[config.mk]
export PLATFORM = sky130hd
export DESIGN_NAME = wav_pcm_stream_parser
export DESIGN_NICKNAME = d
export VERILOG_FILES = /design/src/rtl/core/wavp_pkg.sv /design/src/rtl/core/wavp_convert.sv /design/src/rtl/core/wav_pcm_stream_parser.sv
export SDC_FILE = /design/constraint.sdc
export NUM_CORES = 1
export LEC_CHECK = 0
export BUFFER_PORTS_ARGS = -buffer_cell sky130_fd_sc_hd__buf_4
export CAP_MARGIN = 20
export CORE_AREA = 3 3 288 176
export CTS_CLUSTER_SIZE = 20
export DETAILED_ROUTE_END_ITERATION = 16
export DIE_AREA = 0 0 291 179
export SYNTH_ARGS = -nofsm -noshare
export SYNTH_HDL_FRONTEND = slang
export SYNTH_HIERARCHICAL = 1
export SYNTH_SLANG_ARGS = --single-unit
[constraint.sdc]
create_clock -name clk_i -period 5 [get_ports clk_i]
set_clock_uncertainty 0.2 [all_clocks]
set_input_delay 0.75 -clock clk_i [delete_from_list [all_inputs] [get_ports clk_i]]
set_output_delay 0.75 -clock clk_i [all_outputs]
set_load 0.005 [all_outputs]
[src/rtl/core/wavp_pkg.sv]
// ----------------------------------------------------------------------------
// wavp_pkg
// Shared types and constants for the WAV PCM stream parser.
// ----------------------------------------------------------------------------
package wavp_pkg;

  // RIFF tags as they sit in a little-endian 32-bit shift word
  localparam logic [31:0] TAG_RIFF = 32'h4646_4952;
  localparam logic [31:0] TAG_WAVE = 32'h4556_4157;
  localparam logic [31:0] TAG_FMT  = 32'h2074_6D66;
  localparam logic [31:0] TAG_DATA = 32'h6174_6164;

  localparam logic [15:0] PCM_CODE = 16'd1;
  localparam logic [31:0] FMT_BODY = 32'd16;
  localparam logic [7:0]  U8_BIAS  = 8'd128;

  typedef enum logic [9:0] {
    PH_RIFF  = 10'b00_0000_0001,
    PH_RSIZE = 10'b00_0000_0010,
    PH_WAVE  = 10'b00_0000_0100,
    PH_CTAG  = 10'b00_0000_1000,
    PH_CSIZE = 10'b00_0001_0000,
    PH_FMT   = 10'b00_0010_0000,
    PH_SKIP  = 10'b00_0100_0000,
    PH_DATA  = 10'b00_1000_0000,
    PH_UNSUP = 10'b01_0000_0000,
    PH_IDLE  = 10'b10_0000_0000
  } phase_e;

  typedef enum logic [1:0] {
    KIND_SAMPLE = 2'd0,
    KIND_HEADER = 2'd1,
    KIND_ERROR  = 2'd2,
    KIND_UNSUP  = 2'd3
  } kind_e;

  // sample layout of the data chunk
  typedef struct packed {
    logic bits16;
    logic stereo;
  } fmt_t;

endpackage

[src/rtl/core/wavp_convert.sv]
// ----------------------------------------------------------------------------
// wavp_convert
// Turns one PCM frame (8/16 bit, mono/stereo) into a signed 16-bit mono sample.
// ----------------------------------------------------------------------------
module wavp_convert import wavp_pkg::*; (
  input  logic [31:0]        frame_i,
  input  fmt_t               fmt_i,
  output logic signed [15:0] sample_o
);

  logic signed [16:0] sum16;
  logic signed [16:0] half16;
  logic [8:0]         sum8;
  logic [7:0]         avg8;

  // stereo average truncates toward zero: bump odd negatives before the shift
  assign sum16  = 17'(signed'(frame_i[15:0])) + 17'(signed'(frame_i[31:16]));
  assign half16 = (sum16 + {16'd0, sum16[16]}) >>> 1;

  assign sum8 = {1'b0, frame_i[7:0]} + {1'b0, frame_i[15:8]};
  assign avg8 = fmt_i.stereo ? sum8[8:1] : frame_i[7:0];

  always_comb begin
    if (fmt_i.bits16) begin
      sample_o = fmt_i.stereo ? half16[15:0] : frame_i[15:0];
    end else begin
      // (u8 - 128) * 256
      sample_o = {avg8 ^ U8_BIAS, 8'h00};
    end
  end

endmodule

[src/rtl/core/wav_pcm_stream_parser.sv]
// ----------------------------------------------------------------------------
// wav_pcm_stream_parser
// Byte-wide RIFF/WAVE parser: checks tags, reads fmt, reports the header and
// converts PCM frames of the data chunk to signed 16-bit mono samples.
// ----------------------------------------------------------------------------
//
//  channel   dir  tdata                        tuser   tlast
//  s_axis    in   [7:0] byte_value             -       last_byte
//  m_axis    out  [15:0] sample, [47:16] rate, kind    last_sample
//                 [63:48] channel_count,
//                 [79:64] sample_bits,
//                 [111:80] data_length
//
// One byte is taken every cycle unless the output register stalls. A byte is
// held in the input register, parsed by the phase logic, and its result (if any)
// is written to the output register when the input register advances.
// Reset (async, active low) returns to the RIFF tag phase, empty pipeline.
// A stalled output register holds the input register; the input side keeps
// streaming as long as the output register is free or drains that cycle.
// tlast on the input ends the file; the parser restarts on the next byte.
// ----------------------------------------------------------------------------
module wav_pcm_stream_parser import wavp_pkg::*; (
  input  logic          clk_i,
  input  logic          rst_ni,
  input  logic          s_axis_tvalid_i,
  output logic          s_axis_tready_o,
  input  logic [7:0]    s_axis_tdata_i,   // [7:0] byte_value
  input  logic          s_axis_tlast_i,   // last_byte
  output logic          m_axis_tvalid_o,
  input  logic          m_axis_tready_i,
  output logic [111:0]  m_axis_tdata_o,   // sample, rate, channel_count,
                                          // sample_bits, data_length
  output logic [1:0]    m_axis_tuser_o,   // kind
  output logic          m_axis_tlast_o    // last_sample
);

  // input register
  logic       in_valid_q;
  logic [7:0] in_byte_q;
  logic       in_last_q;
  logic       in_accept;
  logic       advance;

  // parser state
  phase_e      phase_q, phase_d;
  logic [3:0]  field_bytes_q, field_bytes_d;
  logic [31:0] tag_shift_q, tag_shift_d;
  logic [31:0] chunk_length_q, chunk_length_d;
  logic [31:0] skip_count_q, skip_count_d;
  logic [31:0] rate_q, rate_d;
  logic [15:0] channels_q, channels_d;
  logic [15:0] bits_q, bits_d;
  logic [31:0] bytes_left_q, bytes_left_d;
  logic [23:0] frame_bytes_q, frame_bytes_d;
  logic [1:0]  frame_index_q, frame_index_d;

  // output register
  logic         out_valid_q;
  logic [1:0]   out_kind_q;
  logic [111:0] out_data_q;
  logic         out_last_q;

  // per-byte result
  logic         res_valid;
  kind_e        res_kind;
  logic         res_last;
  logic [15:0]  res_sample;
  logic [31:0]  res_rate;
  logic [15:0]  res_channels;
  logic [15:0]  res_bits;
  logic [31:0]  res_length;

  logic [31:0]        acc;
  logic               fmt_ok;
  fmt_t               fmt;
  logic [2:0]         frame_size;
  logic [31:0]        frame_word;
  logic [31:0]        bytes_left_dec;
  logic signed [15:0] conv_sample;

  assign advance         = in_valid_q && (!out_valid_q || m_axis_tready_i);
  assign s_axis_tready_o = !in_valid_q || advance;
  assign in_accept       = s_axis_tvalid_i && s_axis_tready_o;

  // new byte enters the top of the little-endian shift word
  assign acc = {in_byte_q, tag_shift_q[31:8]};

  assign fmt_ok = (bits_q == 16'd8 || bits_q == 16'd16) &&
                  (channels_q == 16'd1 || channels_q == 16'd2);
  assign fmt.bits16 = (bits_q == 16'd16);
  assign fmt.stereo = (channels_q == 16'd2);
  // bytes per frame: 1, 2 or 4 while in the data phase
  assign frame_size = fmt.bits16 ? (fmt.stereo ? 3'd4 : 3'd2)
                                 : (fmt.stereo ? 3'd2 : 3'd1);
  assign frame_word = {8'd0, frame_bytes_q} |
                      ({24'd0, in_byte_q} << {frame_index_q, 3'b000});
  assign bytes_left_dec = bytes_left_q - 32'd1;

  wavp_convert u_convert (
    .frame_i  (frame_word),
    .fmt_i    (fmt),
    .sample_o (conv_sample)
  );

  always_comb begin
    phase_d        = phase_q;
    field_bytes_d  = field_bytes_q;
    tag_shift_d    = tag_shift_q;
    chunk_length_d = chunk_length_q;
    skip_count_d   = skip_count_q;
    rate_d         = rate_q;
    channels_d     = channels_q;
    bits_d         = bits_q;
    bytes_left_d   = bytes_left_q;
    frame_bytes_d  = frame_bytes_q;
    frame_index_d  = frame_index_q;

    res_valid    = 1'b0;
    res_kind     = KIND_SAMPLE;
    res_last     = 1'b0;
    res_sample   = '0;
    res_rate     = '0;
    res_channels = '0;
    res_bits     = '0;
    res_length   = '0;

    unique case (phase_q)
      PH_RIFF, PH_RSIZE, PH_WAVE, PH_CTAG, PH_CSIZE: begin
        tag_shift_d   = acc;
        field_bytes_d = field_bytes_q + 4'd1;
        if (field_bytes_q[1:0] == 2'd3) begin
          // fourth byte of a tag or size word
          field_bytes_d = '0;
          if (phase_q == PH_RIFF) begin
            if (acc != TAG_RIFF) begin
              res_valid = 1'b1;
              res_kind  = KIND_ERROR;
              phase_d   = PH_IDLE;
            end else begin
              phase_d = PH_RSIZE;
            end
          end else if (phase_q == PH_RSIZE) begin
            phase_d = PH_WAVE;
          end else if (phase_q == PH_WAVE) begin
            if (acc != TAG_WAVE) begin
              res_valid = 1'b1;
              res_kind  = KIND_ERROR;
              phase_d   = PH_IDLE;
            end else begin
              phase_d = PH_CTAG;
            end
          end else if (phase_q == PH_CTAG) begin
            chunk_length_d = acc;   // holds the chunk tag until its size arrives
            phase_d        = PH_CSIZE;
          end else if (chunk_length_q == TAG_FMT) begin
            chunk_length_d = acc;
            phase_d        = PH_FMT;
          end else if (chunk_length_q == TAG_DATA) begin
            chunk_length_d = acc;
            bytes_left_d   = acc;
            frame_bytes_d  = '0;
            frame_index_d  = '0;
            res_valid      = 1'b1;
            if (rate_q == 32'd0 || acc == 32'd0) begin
              res_kind = KIND_ERROR;
              phase_d  = PH_IDLE;
            end else begin
              res_kind     = KIND_HEADER;
              res_rate     = rate_q;
              res_channels = channels_q;
              res_bits     = bits_q;
              res_length   = acc;
              phase_d      = fmt_ok ? PH_DATA : PH_UNSUP;
            end
          end else begin
            // unknown chunk: skip its body
            chunk_length_d = acc;
            skip_count_d   = acc;
            phase_d        = (acc != 32'd0) ? PH_SKIP : PH_CTAG;
          end
        end
      end
      PH_FMT: begin
        tag_shift_d   = acc;
        field_bytes_d = field_bytes_q + 4'd1;
        if (field_bytes_q == 4'd1 && acc[31:16] != PCM_CODE) begin
          res_valid     = 1'b1;
          res_kind      = KIND_ERROR;
          phase_d       = PH_IDLE;
          field_bytes_d = '0;
        end else if (field_bytes_q == 4'd3) begin
          channels_d = acc[31:16];
        end else if (field_bytes_q == 4'd7) begin
          rate_d = acc;
        end else if (field_bytes_q == 4'(FMT_BODY - 32'd1)) begin
          bits_d        = acc[31:16];
          field_bytes_d = '0;
          if (chunk_length_q > FMT_BODY) begin
            skip_count_d = chunk_length_q - FMT_BODY;
            phase_d      = PH_SKIP;
          end else begin
            phase_d = PH_CTAG;
          end
        end
      end
      PH_SKIP: begin
        skip_count_d = skip_count_q - 32'd1;
        if (skip_count_q == 32'd1) begin
          phase_d       = PH_CTAG;
          field_bytes_d = '0;
        end
      end
      PH_DATA: begin
        bytes_left_d = bytes_left_dec;
        if ({1'b0, frame_index_q} + 3'd1 < frame_size) begin
          frame_bytes_d = frame_word[23:0];
          frame_index_d = frame_index_q + 2'd1;
        end else begin
          res_valid     = 1'b1;
          res_kind      = KIND_SAMPLE;
          res_sample    = conv_sample;
          res_last      = (bytes_left_dec < {29'd0, frame_size});
          frame_bytes_d = '0;
          frame_index_d = '0;
        end
        if (bytes_left_dec == 32'd0) begin
          phase_d = PH_IDLE;
        end
      end
      PH_UNSUP: begin
        res_valid = 1'b1;
        res_kind  = KIND_UNSUP;
        phase_d   = PH_IDLE;
      end
      PH_IDLE: begin
      end
      default: begin
        phase_d = PH_IDLE;
      end
    endcase

    if (in_last_q) begin
      // file ended before the header without a result of its own
      if (!res_valid && phase_d != PH_DATA && phase_d != PH_UNSUP &&
          phase_d != PH_IDLE) begin
        res_valid = 1'b1;
        res_kind  = KIND_ERROR;
      end
      phase_d        = PH_RIFF;
      field_bytes_d  = '0;
      tag_shift_d    = '0;
      chunk_length_d = '0;
      skip_count_d   = '0;
      rate_d         = '0;
      channels_d     = '0;
      bits_d         = '0;
      bytes_left_d   = '0;
      frame_bytes_d  = '0;
      frame_index_d  = '0;
    end
  end

  // control and parser state
  always_ff @(posedge clk_i or negedge rst_ni) begin
    if (!rst_ni) begin
      in_valid_q     <= 1'b0;
      out_valid_q    <= 1'b0;
      phase_q        <= PH_RIFF;
      field_bytes_q  <= '0;
      tag_shift_q    <= '0;
      chunk_length_q <= '0;
      skip_count_q   <= '0;
      rate_q         <= '0;
      channels_q     <= '0;
      bits_q         <= '0;
      bytes_left_q   <= '0;
      frame_bytes_q  <= '0;
      frame_index_q  <= '0;
    end else begin
      if (in_accept) begin
        in_valid_q <= 1'b1;
      end else if (advance) begin
        in_valid_q <= 1'b0;
      end
      if (advance) begin
        out_valid_q    <= res_valid;
        phase_q        <= phase_d;
        field_bytes_q  <= field_bytes_d;
        tag_shift_q    <= tag_shift_d;
        chunk_length_q <= chunk_length_d;
        skip_count_q   <= skip_count_d;
        rate_q         <= rate_d;
        channels_q     <= channels_d;
        bits_q         <= bits_d;
        bytes_left_q   <= bytes_left_d;
        frame_bytes_q  <= frame_bytes_d;
        frame_index_q  <= frame_index_d;
      end else if (m_axis_tready_i) begin
        out_valid_q <= 1'b0;
      end
    end
  end

  // payload registers
  always_ff @(posedge clk_i) begin
    if (in_accept) begin
      in_byte_q <= s_axis_tdata_i;
      in_last_q <= s_axis_tlast_i;
    end
    if (advance) begin
      out_kind_q <= res_kind;
      out_last_q <= res_last;
      out_data_q <= {res_length, res_bits, res_channels, res_rate, res_sample};
    end
  end

  assign m_axis_tvalid_o = out_valid_q;
  assign m_axis_tdata_o  = out_data_q;
  assign m_axis_tuser_o  = out_kind_q;
  assign m_axis_tlast_o  = out_last_q;

endmodule

---- After elaboration in Yosys (flattened, before gate mapping) ----
Cells that the tools add are included.
storage, ports and cells
  register bits ........................... 358
  input port bits ......................... 13
  output and inout port bits .............. 117
operators by class
  shift operators ......................... 1
  $lt $le $gt $ge ......................... 3
  bitwise logic cells ..................... 7
  reductions and logical operators ........ 43
  equality and inequality tests ........... 48
  add/sub/neg operators ................... 9
  muxes and demuxes ....................... 133
operators with widths
  kind                                                             count
  2-to-1 mux 32 bit                                                34
  2-to-1 mux 24 bit                                                9
  2-to-1 mux 16 bit                                                12
  2-to-1 mux 10 bit                                                17
  logical NOT 32 bit                                               3
  case mux 32 bit (3 select lines)                                 1
  inequality test 32 x 31 -> 1 bit (second input constant)         2
  case mux 32 bit (2 select lines)                                 1
  subtractor 32 x 1 -> 32 bit (second input constant)              2
  case mux 10 bit (5 select lines)                                 1
  case mux 24 bit (2 select lines)                                 1
  2-to-1 mux 2 bit                                                 23
  inequality test 3 bit (second input constant)                    14
  == test 32 x 1 -> 1 bit (second input constant)                  1
  == test 32 x 30 -> 1 bit (second input constant)                 1
  == test 32 x 31 -> 1 bit (second input constant)                 1
  greater-than comparator 32 x 5 -> 1 bit (second input constant)  1
  < comparator 32 x 3 -> 1 bit                                     1
  bitwise OR 24 x 32 -> 32 bit                                     1
  nonzero test 32 bit                                              1
  left shift 8 x 5 -> 32 bit                                       1
  subtractor 32 x 5 -> 32 bit (second input constant)              1
  2-to-1 mux 4 bit                                                 7
  nonzero test 2 bit                                               9
  other kinds (58)                                                 99

---- Logic depth before layout (Yosys ltp) ----
Gate-level depths: netlist of the first run.
  depth after elaboration ................. 20
  depth in mapped cells ................... 22
  depth with buffers taken out ............ 21

---- By module ----
Netlist of the first run, hierarchy kept.
by module, submodules not included
  module                 sequential area each (sq um)  area an instance (sq um)  instances  cells each
  wav_pcm_stream_parser  9,380.2                       17,399.2                  1          1,758
  wavp_convert           0.0                           1,834.3                   1          257

---- Least setup slack after synthesis of the first run ----
OpenSTA, ideal clock, no wires.
  kind .................................... input-to-reg
  start point ............................. in m_axis_tready_i
  end point ............................... reg field_bytes_q[0]
  data arrival time ....................... 4.835 ns
  setup slack ............................. -0.156 ns
  buffers on the path ..................... 0
  data required time ...................... 4.680 ns
  stages on the path ...................... 6
  cells stage by stage .................... nor2b_1 -> nand2b_1 -> clkinv_1 -> o21ai_1 -> nor3_1 -> a21o_1
between the ends
  cells in the longest elaborated chain, start to end .. 3
RTL lines
  item                                  RTL line                      RTL
  from (decl)                           wav_pcm_stream_parser.sv:30   input logic m_axis_tready_i,
  logical OR 1 bit                      wav_pcm_stream_parser.sv:81   assign advance = in_valid_q && (!out_valid_q || m_axis_tready_i);
  logical AND 1 bit                     wav_pcm_stream_parser.sv:81
  named net advance                     wav_pcm_stream_parser.sv:42   logic advance;
  AND reduction 3 bit (no source line)  n/a
  to (signal assigned)                  wav_pcm_stream_parser.sv:288  field_bytes_q <= field_bytes_d;
  to (decl)                             wav_pcm_stream_parser.sv:46   logic [3:0] field_bytes_q, field_bytes_d;
The timed path passes the listed nets, and every way through them passes these cells.
A chain may end at the register's enable or synchronous reset.

---- Final worst setup path of the first run ----
  start point ............................. reg frame_index_q[1]
  end point ............................... reg out_data_q[9] (netlist: m_axis_tdata_o[9]), data pin
between the ends
  cells in the longest elaborated chain, start to end .. 6
RTL lines
  item                            RTL line                      RTL
  from (decl)                     wav_pcm_stream_parser.sv:55   logic [1:0] frame_index_q, frame_index_d;
  from (signal assigned)          wav_pcm_stream_parser.sv:297  frame_index_q <= frame_index_d;
  left shift 8 x 5 -> 32 bit *    wav_pcm_stream_parser.sv:96   ({24'd0, in_byte_q} << {frame_index_q, 3'b000});
  bitwise OR 24 x 32 -> 32 bit *  wav_pcm_stream_parser.sv:95   assign frame_word = {8'd0, frame_bytes_q} |
  named net frame_word[1]         wav_pcm_stream_parser.sv:77   logic [31:0] frame_word;
  adder 16 x 16 -> 17 bit         wavp_convert.sv:17            assign sum16 = 17'(signed'(frame_i[15:0])) + 17'(signed'(frame_i[31:16]));
  adder 17 x 1 -> 17 bit          wavp_convert.sv:18            assign half16 = (sum16 + {16'd0, sum16[16]}) >>> 1;
  2-to-1 mux 16 bit               wavp_convert.sv:25            sample_o = fmt_i.stereo ? half16[15:0] : frame_i[15:0];
  2-to-1 mux 16 bit *             wavp_convert.sv:24            if (fmt_i.bits16) begin
  named net conv_sample[9]        wav_pcm_stream_parser.sv:79   logic signed [15:0] conv_sample;
  to (signal assigned)            wav_pcm_stream_parser.sv:313  out_data_q <= {res_length, res_bits, res_channels, res_rate, res_sample};
  to (decl)                       wav_pcm_stream_parser.sv:60   logic [111:0] out_data_q;
The timed path passes the listed nets; every way through them passes the cells marked *.

==> results of run 1 <==
==> state kept, by name, indices dropped and copies added (netlist names), 2 cells and up <==
signal	cells
skip_count_q	32
frame_bytes_q	24
m_axis_tdata_o	112
phase_q	10
bits_q	16
chunk_length_q	32
rate_q	32
tag_shift_q	24
field_bytes_q	4
channels_q	16
bytes_left_q	32
m_axis_tuser_o	2
in_byte_q	8
frame_index_q	2
==> metal layers <==
| metal | track usage [%] | part of all wire (%) | routed length [um] | up-vias |
|---|---|---|---|---|
| met3 | 8.42 | 12 | 7770 | 82 |
| met4 | 4.78 | 1.8 | 1130 | 0 |
| met1 | 36.2 | 47 | 29100 | 8002 |
| met5 | 0 | 0 | 0 | - |
| li1 | - | - | - | 7516 |
| met2 | 31.4 | 39 | 24200 | 767 |
==> layout by cell type, fill, tap and decap left out, types with 21 or more instances in the layout <==
| cell | count |
|---|---|
| sky130_fd_sc_hd__o21ai_0 | 225 |
| sky130_fd_sc_hd__dfrtp_1 | 224 |
| sky130_fd_sc_hd__nand2_1 | 198 |
| sky130_fd_sc_hd__buf_4 | 188 |
| sky130_fd_sc_hd__nor2_1 | 150 |
| sky130_fd_sc_hd__and2_1 | 125 |
| sky130_fd_sc_hd__a21oi_1 | 124 |
| sky130_fd_sc_hd__edfxtp_1 | 124 |
| sky130_fd_sc_hd__inv_1 | 80 |
| sky130_fd_sc_hd__nor3_1 | 61 |
| sky130_fd_sc_hd__nor4_1 | 54 |
| sky130_fd_sc_hd__mux2_2 | 48 |
| sky130_fd_sc_hd__ha_1 | 41 |
| sky130_fd_sc_hd__xnor2_1 | 39 |
| sky130_fd_sc_hd__clkbuf_16 | 36 |
| sky130_fd_sc_hd__nor2b_1 | 32 |
| sky130_fd_sc_hd__nand3_1 | 28 |
| sky130_fd_sc_hd__xor2_1 | 24 |
| sky130_fd_sc_hd__nand4_1 | 23 |
| sky130_fd_sc_hd__mux2i_1 | 21 |
==> how the worst max path moves through the flow <==
stage / endpoint / slack, ps / depth (start not counted)
2_1_floorplan: m_axis_tdata_o[9]$_SDFFCE_PP0P_ / 500 / 21
3_5_place_dp: m_axis_tdata_o[13]$_SDFFCE_PP0P_ / 390 / 22
5_1_grt: m_axis_tdata_o[15]$_SDFFCE_PP0P_ / 30 / 21
6_report: m_axis_tdata_o[9]$_SDFFCE_PP0P_ / 390 / 20
4_1_cts: m_axis_tdata_o[15]$_SDFFCE_PP0P_ / 340 / 21
3_3_place_gp: m_axis_tdata_o[13]$_SDFFCE_PP0P_ / 480 / 22
==> what timing repair did <==
action                     4_1_cts  5_1_grt
resized for setup                0        4
hold endpoints to repair         0        0
setup endpoints to repair        0        4
==> critical path, stage by stage (launching register included) <==
cell,delay [ps]
sky130_fd_sc_hd__dfrtp_2,480
sky130_fd_sc_hd__nor2_1,160
sky130_fd_sc_hd__buf_4,200
sky130_fd_sc_hd__a21oi_1,90
sky130_fd_sc_hd__inv_1,160
sky130_fd_sc_hd__inv_1,120
sky130_fd_sc_hd__fa_1,510
sky130_fd_sc_hd__nand2b_1,210
sky130_fd_sc_hd__a21o_1,200
sky130_fd_sc_hd__a21oi_1,240
sky130_fd_sc_hd__a21oi_2,130
sky130_fd_sc_hd__o21ba_2,220
sky130_fd_sc_hd__and2_1,160
sky130_fd_sc_hd__ha_1,220
sky130_fd_sc_hd__inv_1,100
sky130_fd_sc_hd__nor4_4,60
sky130_fd_sc_hd__nand3_2,110
sky130_fd_sc_hd__nor2_1,60
sky130_fd_sc_hd__xnor2_1,120
sky130_fd_sc_hd__mux4_2,480
sky130_fd_sc_hd__and2_1,140
==> cell families after synthesis <==
group / count (synthesis)
and+or+nand+nor: 790
AOI/OAI and AO/OA: 502
DFF: 350
buffers and inverters: 195
muxes: 71
xor gates and xnor gates: 64
adders and majority gates: 43
==> final cells by class <==
cell class	instances	area (um^2)
antenna	3	7.51
clock buffer	51	1030
clock inverter	14	199
fill	4490	25700
inverter	81	307
multi-input combinational	1470	9130
sequential	350	9380
tap	640	801
timing repair buffer	191	1470
==> power groups by stage <==
| stage | clock, W | combinational, W | sequential [W] |
|---|---|---|---|
| floorplan | 0 | 0.00263 | 0.00396 |
| finish | 0.00282 | 0.00388 | 0.00435 |
| detailed placement | 0 | 0.00375 | 0.00436 |
| CTS | 0.00288 | 0.00378 | 0.00431 |
| global placement | 0 | 0.00371 | 0.00434 |
| global route | 0.00300 | 0.00423 | 0.00442 |
==> metrics by stage <==
stage	cells	hold slack [ps]	instance area [um^2]	utilization, %	total power, W
after floorplan	2015	251	19200	-	0.00659
after global placement	2732	275	21100	43.9	0.00805
after detailed placement	2732	272	21100	43.9	0.00811
after CTS	2797	55.6	22300	46.4	0.0110
after global routing	2797	80.4	22300	46.5	0.0117
final	2800	31.0	22300	46.5	0.0110
==> summary by stage, run 1 <==
Routing
The number of iterations in the first detailed-routing pass is 6. In the final routed layout, each cell accounts on average for 22.2 um. In the routed design, unresolved DRC markers number 0. The average via count per standard cell is 5.85. The first routing iteration left 2,187 violations.

The routed layout has 16,400 vias. The aggregate routed wire length is 62,200 um. The number of nets with antenna violations after routing is 0.

STA
The minimum setup slack in the final design is 387 ps. The worst pin sits at a relative slew slack of 35.0%. The slew at the pin with the worst max-slew slack is 968 ps. The final hold violation count came to 0. For this run, the top clock speed supported by timing is 217 MHz. The number of max-slew violations in the final report was 0. Setup violations remaining at the end of the flow were counted as 0. The fraction of the cycle the final worst path needs is 92.3%. Setup repair after global routing left no endpoint under its margin. The routed design could run at a clock period as short as 4610 ps. For the final routed database, the setup TNS stands at 0 ps.

Clock network
TritonCTS built the clock tree. The number of clock sinks seen by CTS is 350. After clock tree synthesis, the clock-pin slew on the worst setup and hold paths is 60 ps. The largest buffer count on any clock path is 3. The hold-fix buffer count after cts is 0. The number of buffers created by CTS is 36. The count of buffers added by post-CTS timing repair for setup is 0.

The clock latency reported for the late side of the worst-skew pair is 550 ps. In this run the clock root is driven by a sky130_fd_sc_hd__clkbuf_16. The maximum level of the CTS H-tree is 2.

Yosys
Counting distinct cell types in the post-synthesis netlist gives 93. In the synthesized netlist the dominant register cell turns out to be sky130_fd_sc_hd__dfrtp_1. The dominant combinational cell family by area after synthesis is simple AND/OR/NAND/NOR gates. The Yosys step of the flow raised 6 warnings.

Synthesis produced a netlist with a net count of 2,071. The simple-gate portion of the synthesized area is 21.6%. The multiplexer fraction of the synthesized cell area is 4.14%. By instance count, the leading cell after synthesis is sky130_fd_sc_hd__o21ai_0. The fraction of synthesis flops using an asynchronous set or reset pin is 64.6%.

After synthesis the cells add up to 19,200 um^2. The number of flops mapped to enable cells by yosys is 124. The number of standard cells after synthesis is 2,015. The average instance in the mapped netlist occupies 9.55 um^2. The part of the Yosys area used for sequential elements is 48.8%. The synthesized netlist devotes 2.88% of its cell area to adder and majority cells. After synthesis, the cell types taking the most area are sky130_fd_sc_hd__dfrtp_1, sky130_fd_sc_hd__edfxtp_1, sky130_fd_sc_hd__o21ai_0. Counting instances in the post-synthesis netlist gives the leading cell types as sky130_fd_sc_hd__o21ai_0, sky130_fd_sc_hd__dfrtp_1, sky130_fd_sc_hd__nand2_1.

The largest total area in the synthesized netlist belongs to sky130_fd_sc_hd__dfrtp_1. The post-synthesis sequential element count is 350. The post-synthesis compound-gate area fraction is 15.7%. The synthesized-area fraction occupied by xor and xnor cells is 2.95%. The share of the synthesized area in the top cell type is 29.3%.

GRT
The leftover overflow at the end of global routing is 0. The via count of the first global-routing pass came to 15,400. The number of antenna violations at the first check in global routing was 2. The first global-routing pass estimated 95,400 um of wire. The largest net degree at the start of global routing is 95. Global routing used 23.6% of the available tracks.

Finish
The final net count is 2,186. The area added between synthesis and finish is 16.0%. The share of final-layout standard cells stronger than drive strength 1 is 15.8%.

Job
The number of maximum-capacitance violations is 0.

Setup path
Data on the critical path is required at its endpoint by 5090 ps. For the worst flop-to-flop path, the logic depth is 20. The worst setup path is captured at a flop. The critical path starts at frame_index_q[1]$_DFFE_PN0P_. The source of the worst register-to-register timing path is frame_index_q[1]$_DFFE_PN0P_.

The top fanout value on the critical path is 13. The type of origin of the critical path is a flop. The start-to-end type of the worst setup path is reg -> reg. The worst register-to-register path ends at m_axis_tdata_o[9]$_SDFFCE_PP0P_. The critical path arrival is 4700 ps. The setup slack of the most critical reg-to-reg path is 390 ps.

Worst hold path
The min-delay analysis places its worst path in the category in -> async.

Place
The placement-stage worst setup slack is 387 ps. The HPWL after detailed placement is 44,800 um. The final weighted congestion in routability-driven placement is 0.968. During placement, the flow inserted port buffers numbering 129.

Floorplan
The core region is 48,000 um^2. The starting utilization of the core area is 40.1%. The number of top-level design ports is 130. The die footprint is 52,100 um^2. The floorplan step set the die width to 291 um. The vertical extent of the die is 179 um.

The number of cell rows is 62.

Power and ir drop
The largest voltage drop on the vdd net is 0.000232 V. The cell area power density is 495 nW/um^2. The switching part of the total power is 40.1%. Sequential cells account for 39.4% of the total power.

The internal portion of the total power is 0.00661 W. The switching component of the power is 0.00443 W. The share of total power in the clock network is 25.5%.

Per report_power, the combinational group accounts for 35.1% of the total. Summed over all cells, the static leakage comes to 9.58 nW.

Run status
The flow ran to the end, and the final reports show no timing, DRC or antenna violations.
No activity file was read; power rests on OpenSTA's default activity.
==> inputs of run 2 (changes only) <==
--- a/config.mk
+++ b/config.mk
@@ -5,12 +5,13 @@
 export SDC_FILE = /design/constraint.sdc
 export NUM_CORES = 1
 export LEC_CHECK = 0
-export BUFFER_PORTS_ARGS = -buffer_cell sky130_fd_sc_hd__buf_4
+export BUFFER_PORTS_ARGS = -buffer_cell sky130_fd_sc_hd__buf_2
 export CAP_MARGIN = 20
 export CORE_AREA = 3 3 288 176
 export CTS_CLUSTER_SIZE = 20
 export DETAILED_ROUTE_END_ITERATION = 16
 export DIE_AREA = 0 0 291 179
+export REMOVE_ABC_BUFFERS = 1
 export SYNTH_ARGS = -nofsm -noshare
 export SYNTH_HDL_FRONTEND = slang
 export SYNTH_HIERARCHICAL = 1
==> run 2 against run 1 <==
Compared with the run above: maximum frequency is 3.0% lower; via count is 1.1% higher; core utilization is 0.39 points lower; largest power group unchanged; register-to-register slack worse by 140 ps; global-route usage is 0.21 points higher; sequential share of layout area is 0.36 points higher; hold slack better by 13 ps; routed wire length is 1.6% higher; combinational power hardly changed; cell count is 0.57% higher.
==> summary by stage, run 2 (same netlist as run 1, synthesis figures left out) <==
Run status
The flow ran to the end, and the final reports show no timing, DRC or antenna violations.

Place
The final weighted congestion in routability-driven placement was 0.939 (-3.1%). The quantity of I/O buffers inserted on ports is 129 (unchanged). The placement-stage worst setup slack is 277 ps (-110 ps). The HPWL after detailed placement is 46,200 um (+3.1%). The placed instance area was 20,900 um^2 (-1.0%).

GRT
The via count of the first global-routing pass is 15,400 (-0.51%). The leftover overflow at the end of global routing is 0 (unchanged). The first-pass GRT wire length is 96,100 um (+0.80%). The number of antenna violations at the first check in global routing is 0 (-2). The largest net degree at the start of global routing is 100 (+5.3%). The global-route usage over all layers came to 23.8% (+0.21 points).

Power and ir drop
The largest voltage drop on the vdd net is 0.000227 V (-2.1%). The cell area power density is 497 nW/um^2 (+0.52%). The overall power consumption came to 0.0110 W (-0.33%). The leakage power of the design came to 9.57 nW (about the same).

Floorplan
The die footprint was 52,100 um^2 (unchanged). The die outline width is 291 um (unchanged). The core area is 48,000 um^2 (unchanged). The starting utilization of the core area is 40.1% (unchanged). The number of cell rows was 62 (unchanged).

The number of top-level design ports came to 130 (unchanged). The vertical extent of the die was 179 um (unchanged).

Finish
From synthesis to final layout, the design area changed by 15.1%. The share of final-layout standard cells stronger than drive strength 1 is 16.4% (+0.55 points). The count of fill cells added during filler insertion is 4,561 (+1.6%). The flip-flop count of the largest register after layout is 112 (unchanged). The top cell types in the final layout, fill and taps aside, are sky130_fd_sc_hd__o21ai_0, sky130_fd_sc_hd__dfrtp_1, sky130_fd_sc_hd__nand2_1, sky130_fd_sc_hd__nor2_1, sky130_fd_sc_hd__buf_2. The final net count is 2,203 (+0.78%). The most frequent standard cell in the layout excluding fill and tap cells is sky130_fd_sc_hd__o21ai_0. The post-layout instance area came to 22,100 um^2 (-0.85%). The number of diodes added for antenna fixing is 0 (-3).

Clock network
The count of buffers added by post-CTS timing repair for setup is 0 (unchanged). The maximum level of the CTS H-tree is 2 (unchanged). The number of buffers created by CTS is 37 (+2.8%). The clock transition at the register clock pins on the worst setup and hold paths after CTS is 60 ps (about the same). TritonCTS built the clock tree. The number of clock sinks seen by CTS was 350 (unchanged).

The clock latency reported for the late side of the worst-skew pair is 560 ps (about the same). In this run the clock root is driven by a sky130_fd_sc_hd__clkbuf_16. The number of resized instances in the post-cts repair step was 0 (unchanged).

The hold-fix buffer count after cts is 0 (unchanged). The largest buffer count on any clock path is 3 (unchanged).

Routing
The number of iterations in the first detailed-routing pass came to 6 (unchanged). The aggregate routed wire length is 63,200 um (+1.6%). The detailed-route via count is 16,600 (+1.1%).

The average via count per standard cell is 5.88 (+0.57%). The number of nets with antenna violations after routing is 0 (unchanged). The residual DRC count is 0 (unchanged). The initial DRC count is 1,798 (-18%).

The average routed wire per standard cell came to 22.4 um (+0.98%).

Worst hold path
The worst hold path belongs to the class in -> async.

Setup path
The setup path with the least slack is of type reg -> reg. The top fanout value on the critical path came to 13 (unchanged). The type of origin of the critical path is a flop. The critical path starts at frame_index_q[1]$_DFFE_PN0P_.

Traced cell by cell, the critical path runs through nor2_1 -> a21oi_1 -> inv_1 -> ha_1 -> inv_1 -> fa_1 -> nand2b_1 -> a21o_1 -> a21oi_1 -> a21oi_1 -> o21ba_2 -> and2_1 -> ha_1 -> inv_1 -> nor4_2 -> nand3_2 -> nor2_1 -> xnor2_1 -> mux4_2 -> and2_1. The longest individual stage delay on the worst path was 480 ps (-30 ps). The critical path arrival is 4850 ps (+150 ps). The startpoint identified for the worst register-to-register timing path is frame_index_q[1]$_DFFE_PN0P_.

The critical path capture point type is a flop. The required arrival time at the worst endpoint came to 5100 ps (about the same). The largest individual stage delay along the critical path comes from the cell sky130_fd_sc_hd__dfrtp_2.

Job
The number of maximum-capacitance violations is 0 (unchanged).

STA
Setup repair after global routing left no endpoint under its margin. The relative slew slack came to 25.9% (-9.1 points). The minimum setup slack in the final design came to 246 ps (-142 ps). The final hold violation count is 0 (unchanged). The final critical path time including I/O delays and setup came to 4750 ps (+142 ps). The fmax is 210 MHz (-3.0%). The number of max-slew violations in the final report is 0 (unchanged). The slew at the pin with the worst max-slew slack is 1100 ps (+129 ps). The number of setup violations in the final report is 0 (unchanged). The fraction of the cycle the final worst path needs was 95.1% (+2.8 points).
-- run 2: final cells by class --
class	count	area, um^2	area share (%)
multi-input combinational	1470	9130	41.3
inverter	81	307	1.39
clock buffer	47	1000	4.54
timing repair buffer	207	1270	5.74
clock inverter	21	234	1.06
tap	640	801	3.62
sequential	350	9380	42.4
-- run 2: worst max-delay path: cells and delay by family, from the launching register on --
family | cells | cell delay, ps
muxes | 1 | 470
adders and majority gates | 3 | 880
DFF | 1 | 480
and+or+nand+nor | 7 | 1100
buffers and inverters | 3 | 290
AOI/OAI and AO/OA | 5 | 940
xor gates and xnor gates | 1 | 120
-- run 2: final timing paths --
path,end,depth (start not counted),slack [ps]
min in group clk_i,in_byte_q[6]$_DFFE_PP_,1,190
min reg2reg,frame_bytes_q[5]$_DFFE_PN0P_,2,280
max,m_axis_tdata_o[9]$_SDFFCE_PP0P_,20,250
min,bytes_left_q[15]$_DFFE_PN0P_,1,40
max reg2reg,m_axis_tdata_o[9]$_SDFFCE_PP0P_,20,250
max in group asynchronous,rate_q[20]$_DFFE_PN0P_,2,3340
-- run 2: metal layers --
layer  track usage (%)  wire (um)  vias to the layer above
met1              37.9      30500                     8155
li1                  -          -                     7528
met5              1.59         99                        -
met2              31.8      24800                      791
met4              3.61        929                        2
met3              6.86       6900                       78
-- run 2: power breakdown --
| group | total [W] | leakage (nW) | internal, W | switching (W) |
|---|---|---|---|---|
| sequential | 0.00429 | 4.33 | 0.00354 | 0.000750 |
| combinational | 0.00389 | 4.65 | 0.00141 | 0.00248 |
| clock | 0.00282 | 0.593 | 0.00160 | 0.00122 |
-- run 2: per-stage QoR --
stage               TNS (ps)  cells  hold WS (ps)  utilization, %
global placement           0   2746           270            43.4
CTS                        0   2814           100            46.0
global route               0   2816           102            46.1
finish                     0   2816          44.2            46.1
floorplan            -136800   1901           251               -
detailed placement         0   2746           272            43.4
